===== config.mk =====
export PLATFORM = sky130hd
export DESIGN_NAME = aging_slot_pool_allocator
export DESIGN_NICKNAME = d
export VERILOG_FILES = /design/src/rtl/aspa_pkg.sv /design/src/rtl/aspa_age_ram.sv /design/src/rtl/aspa_cfg_regs.sv /design/src/rtl/aging_slot_pool_allocator.sv
export VERILOG_INCLUDE_DIRS = /design/src /design/src/rtl
export SDC_FILE = /design/constraint.sdc
export NUM_CORES = 2
export LEC_CHECK = 0
export BUFFER_PORTS_ARGS = -buffer_cell sky130_fd_sc_hd__buf_2
export CAP_MARGIN = 15
export CORE_MARGIN = 4
export CORE_UTILIZATION = 60
export DETAILED_ROUTE_END_ITERATION = 7
export PLACE_DENSITY = 0.82
export SETUP_SLACK_MARGIN = 0.05
export SLEW_MARGIN = 20
export SYNTH_ARGS = -nofsm -noshare
export SYNTH_HDL_FRONTEND = slang
export SYNTH_HIERARCHICAL = 1
export SYNTH_SLANG_ARGS = --single-unit

===== constraint.sdc =====
create_clock -name clk_i -period 7.55 [get_ports clk_i]
set_input_delay 2.265 -clock clk_i [delete_from_list [all_inputs] [get_ports clk_i]]
set_output_delay 2.265 -clock clk_i [all_outputs]
set_load 0.02 [all_outputs]

===== src/rtl/aging_slot_pool_allocator_assert.svh =====
// Assertion macros for the aging slot pool allocator.
// Expects clk_i and rst_ni in the scope of every use.
`ifndef AGING_SLOT_POOL_ALLOCATOR_ASSERT_SVH
`define AGING_SLOT_POOL_ALLOCATOR_ASSERT_SVH

// Implication in the same cycle.
`define ASPA_ASSERT_IMP(lbl, ante, cons, msg) \
  lbl: assert property (@(posedge clk_i) disable iff (!rst_ni) (ante) |-> (cons)) \
    else $error(msg);

// Implication into the next cycle.
`define ASPA_ASSERT_NXT(lbl, ante, cons, msg) \
  lbl: assert property (@(posedge clk_i) disable iff (!rst_ni) (ante) |=> (cons)) \
    else $error(msg);

`endif


===== src/rtl/aspa_pkg.sv =====
// Shared constants, codes and types of the aging slot pool allocator.
// No dependencies.
package aspa_pkg;

  localparam int POOL_DEPTH = 64;
  localparam int IDX_W      = $clog2(POOL_DEPTH);
  localparam int CNT_W      = $clog2(POOL_DEPTH + 1);

  localparam int AGE_W  = 24;
  localparam int DT_W   = 16;
  localparam int REQ_W  = 2;
  localparam int OUTC_W = 2;
  localparam int SLOT_W = 6;
  localparam int OCNT_W = 7;

  localparam logic [AGE_W-1:0] AGE_MAX = {AGE_W{1'b1}};

  // Configuration registers
  localparam int MAXS_W    = 7;
  localparam int FADE_W    = 23;
  localparam int CFG_IDX_W = 2;
  localparam int CFG_DAT_W = FADE_W;

  localparam logic [CFG_IDX_W-1:0] CFG_MAX_SLOTS   = 2'd0;
  localparam logic [CFG_IDX_W-1:0] CFG_FADE_HOLD   = 2'd1;
  localparam logic [CFG_IDX_W-1:0] CFG_FADE_LENGTH = 2'd2;

  localparam logic [MAXS_W-1:0] MAX_SLOTS_RST   = 7'd64;
  localparam logic [FADE_W-1:0] FADE_HOLD_RST   = 23'd10240;
  localparam logic [FADE_W-1:0] FADE_LENGTH_RST = 23'd2048;

  // Request codes
  localparam logic [REQ_W-1:0] REQ_TICK  = 2'd0;
  localparam logic [REQ_W-1:0] REQ_ALLOC = 2'd1;
  localparam logic [REQ_W-1:0] REQ_CLEAR = 2'd2;

  // Outcome codes
  localparam logic [OUTC_W-1:0] OUTC_NONE   = 2'd0;
  localparam logic [OUTC_W-1:0] OUTC_REUSE  = 2'd1;
  localparam logic [OUTC_W-1:0] OUTC_APPEND = 2'd2;
  localparam logic [OUTC_W-1:0] OUTC_EVICT  = 2'd3;

  typedef struct packed {
    logic [CNT_W-1:0] pool_limit; // max_slots clamped to 1..POOL_DEPTH
    logic [AGE_W-1:0] limit_age;  // fade_hold + fade_length
  } cfg_t;

endpackage


===== src/rtl/aspa_age_ram.sv =====
// Slot age store: one write port, one read port, registered read data.
// Depends on aspa_pkg.
module aspa_age_ram
  import aspa_pkg::*;
(
  input  logic             clk_i,
  input  logic             rd_en_i,
  input  logic [IDX_W-1:0] rd_addr_i,
  output logic [AGE_W-1:0] rd_data_o,
  input  logic             wr_en_i,
  input  logic [IDX_W-1:0] wr_addr_i,
  input  logic [AGE_W-1:0] wr_data_i
);

  logic [AGE_W-1:0] mem_q [POOL_DEPTH];
  logic [AGE_W-1:0] rd_data_q;

  always_ff @(posedge clk_i) begin
    if (wr_en_i) begin
      mem_q[wr_addr_i] <= wr_data_i;
    end
  end

  always_ff @(posedge clk_i) begin
    if (rd_en_i) begin
      rd_data_q <= mem_q[rd_addr_i];
    end
  end

  assign rd_data_o = rd_data_q;

endmodule


===== src/rtl/aspa_cfg_regs.sv =====
// Configuration registers and the derived pool limit and expiry age.
// Depends on aspa_pkg.
module aspa_cfg_regs
  import aspa_pkg::*;
(
  input  logic                 clk_i,
  input  logic                 rst_ni,
  input  logic                 cfg_valid_i,
  input  logic [CFG_IDX_W-1:0] cfg_index_i,
  input  logic [CFG_DAT_W-1:0] cfg_data_i,
  output cfg_t                 cfg_o
);

  logic [MAXS_W-1:0] max_slots_q;
  logic [FADE_W-1:0] fade_hold_q, fade_length_q;
  logic [AGE_W-1:0]  limit_age_q, limit_age_d;
  logic [CNT_W-1:0]  pool_limit;

  always_ff @(posedge clk_i or negedge rst_ni) begin
    if (!rst_ni) begin
      max_slots_q   <= MAX_SLOTS_RST;
      fade_hold_q   <= FADE_HOLD_RST;
      fade_length_q <= FADE_LENGTH_RST;
    end else if (cfg_valid_i) begin
      unique case (cfg_index_i)
        CFG_MAX_SLOTS:   max_slots_q   <= cfg_data_i[MAXS_W-1:0];
        CFG_FADE_HOLD:   fade_hold_q   <= cfg_data_i[FADE_W-1:0];
        CFG_FADE_LENGTH: fade_length_q <= cfg_data_i[FADE_W-1:0];
        default: ;
      endcase
    end
  end

  // Registered sum; it follows the fade registers in the cycle after they change.
  assign limit_age_d = {1'b0, fade_hold_q} + {1'b0, fade_length_q};

  always_ff @(posedge clk_i or negedge rst_ni) begin
    if (!rst_ni) begin
      limit_age_q <= AGE_W'({1'b0, FADE_HOLD_RST} + {1'b0, FADE_LENGTH_RST});
    end else begin
      limit_age_q <= limit_age_d;
    end
  end

  always_comb begin
    if (max_slots_q == '0) begin
      pool_limit = CNT_W'(1);
    end else if (32'(max_slots_q) > 32'(POOL_DEPTH)) begin
      pool_limit = CNT_W'(POOL_DEPTH);
    end else begin
      pool_limit = CNT_W'(max_slots_q);
    end
  end

  assign cfg_o.pool_limit = pool_limit;
  assign cfg_o.limit_age  = limit_age_q;

endmodule


===== src/rtl/aging_slot_pool_allocator.sv =====
// Aging slot pool allocator: tick, allocate and clear over a pool of aged slots.
// Tick/allocate: one age read per cycle from the age RAM while the sweep runs over the slots in use;
// the result strobe comes as busy drops at the end of the sweep, and the next transaction is taken
// only once busy is low again, so a new request waits until the last one is finished.
// Clear and unknown requests: strobe the cycle after acceptance, one per cycle; no stall.
// Reset clears live bits and counters at once; ages are left unwritten (no clearing pass).
`include "aging_slot_pool_allocator_assert.svh"

module aging_slot_pool_allocator
  import aspa_pkg::*;
(
  input  logic                 clk_i,
  input  logic                 rst_ni,
  // request transaction
  input  logic                 start,
  output logic                 busy,
  input  logic [REQ_W-1:0]     req_type_i,
  input  logic [DT_W-1:0]      delta_time_i,
  // result transaction
  output logic                 result_valid_o,
  output logic [OUTC_W-1:0]    outcome_o,
  output logic [SLOT_W-1:0]    slot_index_o,
  output logic [OCNT_W-1:0]    expired_count_o,
  output logic [OCNT_W-1:0]    active_total_o,
  // configuration write transaction
  input  logic                 cfg_valid_i,
  output logic                 cfg_ready_o,
  input  logic [CFG_IDX_W-1:0] cfg_index_i,
  input  logic [CFG_DAT_W-1:0] cfg_data_i
);

  typedef enum logic [2:0] {
    ST_IDLE  = 3'b001,
    ST_TICK  = 3'b010,
    ST_ALLOC = 3'b100
  } state_e;

  cfg_t cfg;

  state_e state_q, state_d;

  // pool state outside the age RAM
  logic [POOL_DEPTH-1:0] live_q, live_d;
  logic [CNT_W-1:0]      slots_in_use_q, slots_in_use_d;
  logic [CNT_W-1:0]      live_count_q, live_count_d;

  // sweep control: read issued at rd_cnt, data for pend_idx arrives in the next cycle
  logic [CNT_W-1:0] rd_cnt_q, rd_cnt_d;
  logic             pend_q, pend_d;
  logic [IDX_W-1:0] pend_idx_q, pend_idx_d;
  logic [DT_W-1:0]  dt_q, dt_d;
  logic [CNT_W-1:0] exp_cnt_q, exp_cnt_d;

  // allocate trackers: lowest dead slot, oldest live slot
  logic             dead_found_q, dead_found_d;
  logic [IDX_W-1:0] dead_idx_q, dead_idx_d;
  logic             best_found_q, best_found_d;
  logic [IDX_W-1:0] best_idx_q, best_idx_d;
  logic [AGE_W-1:0] best_age_q, best_age_d;

  // result registers
  logic              res_valid_q, res_valid_d;
  logic [OUTC_W-1:0] res_outc_q, res_outc_d;
  logic [SLOT_W-1:0] res_slot_q, res_slot_d;
  logic [OCNT_W-1:0] res_exp_q, res_exp_d;
  logic [OCNT_W-1:0] res_act_q, res_act_d;

  // age RAM ports
  logic             rd_en, wr_en;
  logic [IDX_W-1:0] rd_addr, wr_addr;
  logic [AGE_W-1:0] rd_data, wr_data;

  // datapath
  logic             sweep_last, pend_live, expire_hit, take_best, dead_now;
  logic [AGE_W:0]   age_sum;
  logic [AGE_W-1:0] aged;
  logic [IDX_W-1:0] dead_idx_now, best_idx_now;
  logic [CNT_W-1:0] exp_next, live_next;

  aspa_cfg_regs u_cfg (
    .clk_i       (clk_i),
    .rst_ni      (rst_ni),
    .cfg_valid_i (cfg_valid_i),
    .cfg_index_i (cfg_index_i),
    .cfg_data_i  (cfg_data_i),
    .cfg_o       (cfg)
  );

  aspa_age_ram u_age_ram (
    .clk_i     (clk_i),
    .rd_en_i   (rd_en),
    .rd_addr_i (rd_addr),
    .rd_data_o (rd_data),
    .wr_en_i   (wr_en),
    .wr_addr_i (wr_addr),
    .wr_data_i (wr_data)
  );

  assign cfg_ready_o = 1'b1;
  assign busy        = (state_q != ST_IDLE);

  // ageing with saturation
  assign age_sum    = {1'b0, rd_data} + {{(AGE_W + 1 - DT_W){1'b0}}, dt_q};
  assign aged       = age_sum[AGE_W] ? AGE_MAX : age_sum[AGE_W-1:0];
  assign sweep_last = (rd_cnt_q == slots_in_use_q);
  assign pend_live  = live_q[pend_idx_q];
  assign expire_hit = pend_q && pend_live && (aged >= cfg.limit_age);
  assign exp_next   = exp_cnt_q + CNT_W'(expire_hit);
  assign live_next  = live_count_q - CNT_W'(expire_hit);

  // trackers including the slot whose age arrives this cycle
  assign take_best    = pend_q && pend_live && (!best_found_q || (rd_data > best_age_q));
  assign best_idx_now = take_best ? pend_idx_q : best_idx_q;
  assign dead_now     = dead_found_q || (pend_q && !pend_live);
  assign dead_idx_now = dead_found_q ? dead_idx_q : pend_idx_q;

  always_comb begin
    state_d        = state_q;
    live_d         = live_q;
    slots_in_use_d = slots_in_use_q;
    live_count_d   = live_count_q;
    rd_cnt_d       = rd_cnt_q;
    pend_d         = 1'b0;
    pend_idx_d     = pend_idx_q;
    dt_d           = dt_q;
    exp_cnt_d      = exp_cnt_q;
    dead_found_d   = dead_found_q;
    dead_idx_d     = dead_idx_q;
    best_found_d   = best_found_q;
    best_idx_d     = best_idx_q;
    best_age_d     = best_age_q;
    res_valid_d    = 1'b0;
    res_outc_d     = res_outc_q;
    res_slot_d     = res_slot_q;
    res_exp_d      = res_exp_q;
    res_act_d      = res_act_q;
    rd_en          = 1'b0;
    rd_addr        = rd_cnt_q[IDX_W-1:0];
    wr_en          = 1'b0;
    wr_addr        = pend_idx_q;
    wr_data        = aged;

    unique case (state_q)
      ST_IDLE: begin
        if (start) begin
          dt_d         = delta_time_i;
          rd_cnt_d     = '0;
          exp_cnt_d    = '0;
          dead_found_d = 1'b0;
          best_found_d = 1'b0;
          unique case (req_type_i)
            REQ_TICK:  state_d = ST_TICK;
            REQ_ALLOC: state_d = ST_ALLOC;
            REQ_CLEAR: begin
              live_d       = '0;
              live_count_d = '0;
              res_valid_d  = 1'b1;
              res_outc_d   = OUTC_NONE;
              res_slot_d   = '0;
              res_exp_d    = '0;
              res_act_d    = '0;
            end
            default: begin
              // unknown request: answer with the current live count only
              res_valid_d = 1'b1;
              res_outc_d  = OUTC_NONE;
              res_slot_d  = '0;
              res_exp_d   = '0;
              res_act_d   = OCNT_W'(live_count_q);
            end
          endcase
        end
      end

      ST_TICK: begin
        if (!sweep_last) begin
          rd_en      = 1'b1;
          rd_cnt_d   = rd_cnt_q + CNT_W'(1);
          pend_d     = 1'b1;
          pend_idx_d = rd_cnt_q[IDX_W-1:0];
        end
        // dead slots keep their stored age untouched
        if (pend_q && pend_live) begin
          wr_en = 1'b1;
          if (expire_hit) begin
            live_d[pend_idx_q] = 1'b0;
          end
        end
        exp_cnt_d    = exp_next;
        live_count_d = live_next;
        if (sweep_last) begin
          state_d     = ST_IDLE;
          res_valid_d = 1'b1;
          res_outc_d  = OUTC_NONE;
          res_slot_d  = '0;
          res_exp_d   = OCNT_W'(exp_next);
          res_act_d   = OCNT_W'(live_next);
        end
      end

      ST_ALLOC: begin
        if (!sweep_last) begin
          rd_en      = 1'b1;
          rd_cnt_d   = rd_cnt_q + CNT_W'(1);
          pend_d     = 1'b1;
          pend_idx_d = rd_cnt_q[IDX_W-1:0];
        end
        if (pend_q && !pend_live && !dead_found_q) begin
          dead_found_d = 1'b1;
          dead_idx_d   = pend_idx_q;
        end
        if (take_best) begin
          best_found_d = 1'b1;
          best_idx_d   = pend_idx_q;
          best_age_d   = rd_data;
        end
        if (sweep_last) begin
          state_d     = ST_IDLE;
          wr_en       = 1'b1;
          wr_data     = '0;
          res_valid_d = 1'b1;
          res_exp_d   = '0;
          if (dead_now) begin
            wr_addr              = dead_idx_now;
            live_d[dead_idx_now] = 1'b1;
            live_count_d         = live_count_q + CNT_W'(1);
            res_outc_d           = OUTC_REUSE;
            res_slot_d           = SLOT_W'(dead_idx_now);
            res_act_d            = OCNT_W'(live_count_q + CNT_W'(1));
          end else if (slots_in_use_q < cfg.pool_limit) begin
            wr_addr                               = slots_in_use_q[IDX_W-1:0];
            live_d[slots_in_use_q[IDX_W-1:0]]     = 1'b1;
            slots_in_use_d                        = slots_in_use_q + CNT_W'(1);
            live_count_d                          = live_count_q + CNT_W'(1);
            res_outc_d                            = OUTC_APPEND;
            res_slot_d                            = SLOT_W'(slots_in_use_q[IDX_W-1:0]);
            res_act_d                             = OCNT_W'(live_count_q + CNT_W'(1));
          end else begin
            // every slot in use is live here, so the oldest is already live
            wr_addr    = best_idx_now;
            res_outc_d = OUTC_EVICT;
            res_slot_d = SLOT_W'(best_idx_now);
            res_act_d  = OCNT_W'(live_count_q);
          end
        end
      end

      default: state_d = ST_IDLE;
    endcase
  end

  always_ff @(posedge clk_i or negedge rst_ni) begin
    if (!rst_ni) begin
      state_q        <= ST_IDLE;
      live_q         <= '0;
      slots_in_use_q <= '0;
      live_count_q   <= '0;
      rd_cnt_q       <= '0;
      pend_q         <= 1'b0;
      dead_found_q   <= 1'b0;
      best_found_q   <= 1'b0;
      res_valid_q    <= 1'b0;
    end else begin
      state_q        <= state_d;
      live_q         <= live_d;
      slots_in_use_q <= slots_in_use_d;
      live_count_q   <= live_count_d;
      rd_cnt_q       <= rd_cnt_d;
      pend_q         <= pend_d;
      dead_found_q   <= dead_found_d;
      best_found_q   <= best_found_d;
      res_valid_q    <= res_valid_d;
    end
  end

  always_ff @(posedge clk_i) begin
    pend_idx_q <= pend_idx_d;
    dt_q       <= dt_d;
    exp_cnt_q  <= exp_cnt_d;
    dead_idx_q <= dead_idx_d;
    best_idx_q <= best_idx_d;
    best_age_q <= best_age_d;
    res_outc_q <= res_outc_d;
    res_slot_q <= res_slot_d;
    res_exp_q  <= res_exp_d;
    res_act_q  <= res_act_d;
  end

  assign result_valid_o  = res_valid_q;
  assign outcome_o       = res_outc_q;
  assign slot_index_o    = res_slot_q;
  assign expired_count_o = res_exp_q;
  assign active_total_o  = res_act_q;

  // live counter tracks the live bits exactly
  `ASPA_ASSERT_IMP(a_live_count, 1'b1, live_count_q == CNT_W'($countones(live_q)), "live count mismatch")
  // pool never grows past its depth
  `ASPA_ASSERT_IMP(a_in_use_max, 1'b1, slots_in_use_q <= CNT_W'(POOL_DEPTH), "pool overgrown")
  // a result is only presented once the sequencer is back to idle
  `ASPA_ASSERT_IMP(a_res_idle, res_valid_q, state_q == ST_IDLE, "result while busy")
  // an accepted transaction either starts a sweep or answers next cycle
  `ASPA_ASSERT_NXT(a_accept, start && !busy, busy || res_valid_q, "request dropped")

endmodule


==> flow_summary.ini <==
[outcome]
status = finished, final reports clean

[die]
core_um2 = 126000
rows = 130
die_x_um = 366
io-pin-count = 72
start_util = 0.607
die_h_um = 366
dieArea_um2 = 134000

[drt]
remaining_drc_errors = 0
vias_per_cell = 7.23
wl_per_cell_um = 34.8
drt-initial-drc-count = 7631
wl_um = 222000
drtPass1Iterations = 8
ant_nets = 0
vias = 46100

[placement]
place_area_um2 = 79500
port_buffers = 70
placed_cells = 6045
dpl.hpwl_um = 120000
gp_congestion = 0.965

[sta]
max_freq_mhz = 150
drv_slew = 0
skew_ns = 0.0376
finalCritPeriodShare = 0.881
fin_crit_ns = 6.65
tns_ns = 0
rsz0062_at_grt = false
relSlewSlack = 0.184
finalSetupViolCount = 0
final_hold_viol_count = 0
tightest_slew_ns = 1.22

[clock_tree]
numCtsBuffers = 173
tritoncts = built
clock-sinks = 1816
cts_root_buffer = clkbuf_16
post-cts-setup-buffers = 0
clk_latency_ns = 0.83
post_cts_resized = 0
clockBufferDepth = 3
htree_levels = 4
clk_pin_slew_ns = 0.06
hold_buffers = 0

[synth]
synthSimpleGateAreaFrac = 0.0506
synth.distinct_cells = 95
synth-edff-count = 1647
synth_fp_nets = 4590
synth_fa_ha_area_frac = 0.0168
synthArstFlopShare = 0.0931
syn-instance-count = 4441
synth_compound_area_frac = 0.0686
muxShareOfSynthArea = 0.136
synth_top_family_by_area = multiplexers
synth_xor_area_frac = 0.00639
synth_top_area_cell = edfxtp_1
syn_area_um2 = 76700
ys_seq_area_frac = 0.700
netlist_top_cells_area = edfxtp_1, mux4_2, dfrtp_1, ha_1, mux2i_1
synth_seq_cells = 1816
yosysWarnings = 6
netlist.area_leader.share = 0.644
avgSynthCellArea_um2 = 17.3
ys.flop_type = edfxtp_1

[finish]
fillers = 7613
final_util = 0.673
final_cell_area_um2 = 85000
drive_gt1_frac = 0.228
syn_to_final_growth_pct = 10.8
final_common_cell = edfxtp_1
final_cells = 6374
nets = 4720
final_cell_mix = edfxtp_1, mux4_2, nor2_1, nand2_1, clkbuf_16

[critical_path]
cp_max_fo = 26
worstPathArrival_ns = 7.30
critical_path_class = reg2reg
cp-end-kind = register
startpoint_type = register
cp.required_ns = 8.20

[global_routing]
grt_max_degree = 150
antenna_found_initial = 13
grt.busiest_layer = met2
grt_first_pass_wirelength_um = 322000
track_usage = 0.336
overflow = 0
use_met1 = 0.442
use_met2 = 0.519
met3_usage = 0.0899
grt_pass1_vias = 45800

[pwr]
finalPower_w = 0.0265
power_density_nw_per_um2 = 312
leakage_nw = 27.4
vdd_ir_drop_max_uv = 287

[worst_hold_path]
hp-class = reg2reg

[job]
max_cap_viol_count = 0
-- registers in the layout, summed over array words and instances, names as in the netlist, 16 cells and up --
signal               flops
dt_q                    16
u_cfg/limit_age_q       24
u_age_ram/mem_q       1536
u_age_ram/rd_data_o     24
u_cfg/fade_hold_q       23
u_cfg/fade_length_q     23
live_q                  64
best_age_q              24
-- cells in the mapped netlist, types with 90 or more instances --
master    instances
a21oi_1          98
clkbuf_1        143
dfrtp_1         162
edfxtp_1       1647
ha_1            100
inv_1            97
mux2_2           97
mux2i_1         125
mux4_2          358
nand2_1         182
nor2_1          254
o21ai_0          90
o22ai_1          96
-- critical path, cell delays in order, from the launching register on --
cell       delay, ns
edfxtp_1        0.41
ha_1            0.24
fa_1            0.42
a21oi_1         0.23
o21bai_1        0.13
a211oi_1        0.31
o31ai_1         0.23
a221oi_1        0.66
or3_2           0.69
nand2_1         0.15
ha_1            0.35
and4_1          0.24
o2111ai_1       0.12
a21oi_1         0.18
o21ai_0         0.13
buf_4           0.19
or2_2           0.34
inv_1           0.10
ha_1            0.18
ha_1            0.20
nand2b_1        0.10
or4_1           0.47
nor2_1          0.14
a211oi_1        0.08
a21oi_1         0.19
-- worst paths after layout --
kind,start,end,slack [ns],cells after the start
hold / removal,live_q[24]$_DFFE_PN0P_,live_q[24]$_DFFE_PN0P_,0.49,1
min in group asynchronous,rst_ni,u_cfg/fade_length_q[15]$_DFFE_PN0P_,1.29,1
setup reg to reg,u_age_ram/rd_data_o[0]$_DFFE_PP_,active_total_o[6]$_DFFE_PP_,0.90,24
max in group asynchronous,rst_ni,live_count_q[6]$_DFFE_PN0P_,5.05,2
hold reg to reg,live_q[24]$_DFFE_PN0P_,live_q[24]$_DFFE_PN0P_,0.49,1
setup / recovery,u_age_ram/rd_data_o[0]$_DFFE_PP_,active_total_o[6]$_DFFE_PP_,0.90,24
-- metal layers --
layer | up-vias | routed length, um
li1 | 18200 | -
met4 | 6 | 14700
met5 | - | 44
met2 | 4116 | 103000
met1 | 22900 | 74100
met3 | 857 | 29900
-- through the flow --
| step | hold slack [ns] | setup slack (ns) |
|---|---|---|
| 3_3_place_gp | 0.461 | 1.16 |
| 2_1_floorplan | 0.421 | 1.40 |
| 4_1_cts | 0.488 | 0.928 |
| 5_1_grt | 0.494 | 0.535 |
| 3_5_place_dp | 0.475 | 0.955 |
| 6_report | 0.486 | 0.901 |
-- cell type report --
type / instances / area [um2] / share of cell area
diodes: 7 / 17.5 / 0.000206
repair buffers: 217 / 1570 / 0.0184
clock inverters: 97 / 870 / 0.0102
clock buffers: 224 / 4670 / 0.0549
flip-flops and latches: 1816 / 53700 / 0.632
well taps: 1650 / 2060 / 0.0243
multi-input cells: 2259 / 21800 / 0.256
inverters: 104 / 390 / 0.00459
-- cell families after synthesis --
| group | count (synthesis) |
|---|---|
| other cells | 1 |
| fa+ha+maj | 102 |
| compound gates | 717 |
| buf+inv | 366 |
| simple gates | 801 |
| xor+xnor | 56 |
| mux | 582 |
| flops | 1816 |
-- power breakdown --
part	switching (W)	leakage [nW]	total, W	internal [W]
Combinational	0.00360	7.75	0.00546	0.00185
Sequential	0.000196	17.0	0.0124	0.0122
Clock	0.00384	2.69	0.00864	0.00479
Total	0.00764	27.4	0.0265	0.0188
Note: power is estimated with default switching activity, not from simulation.
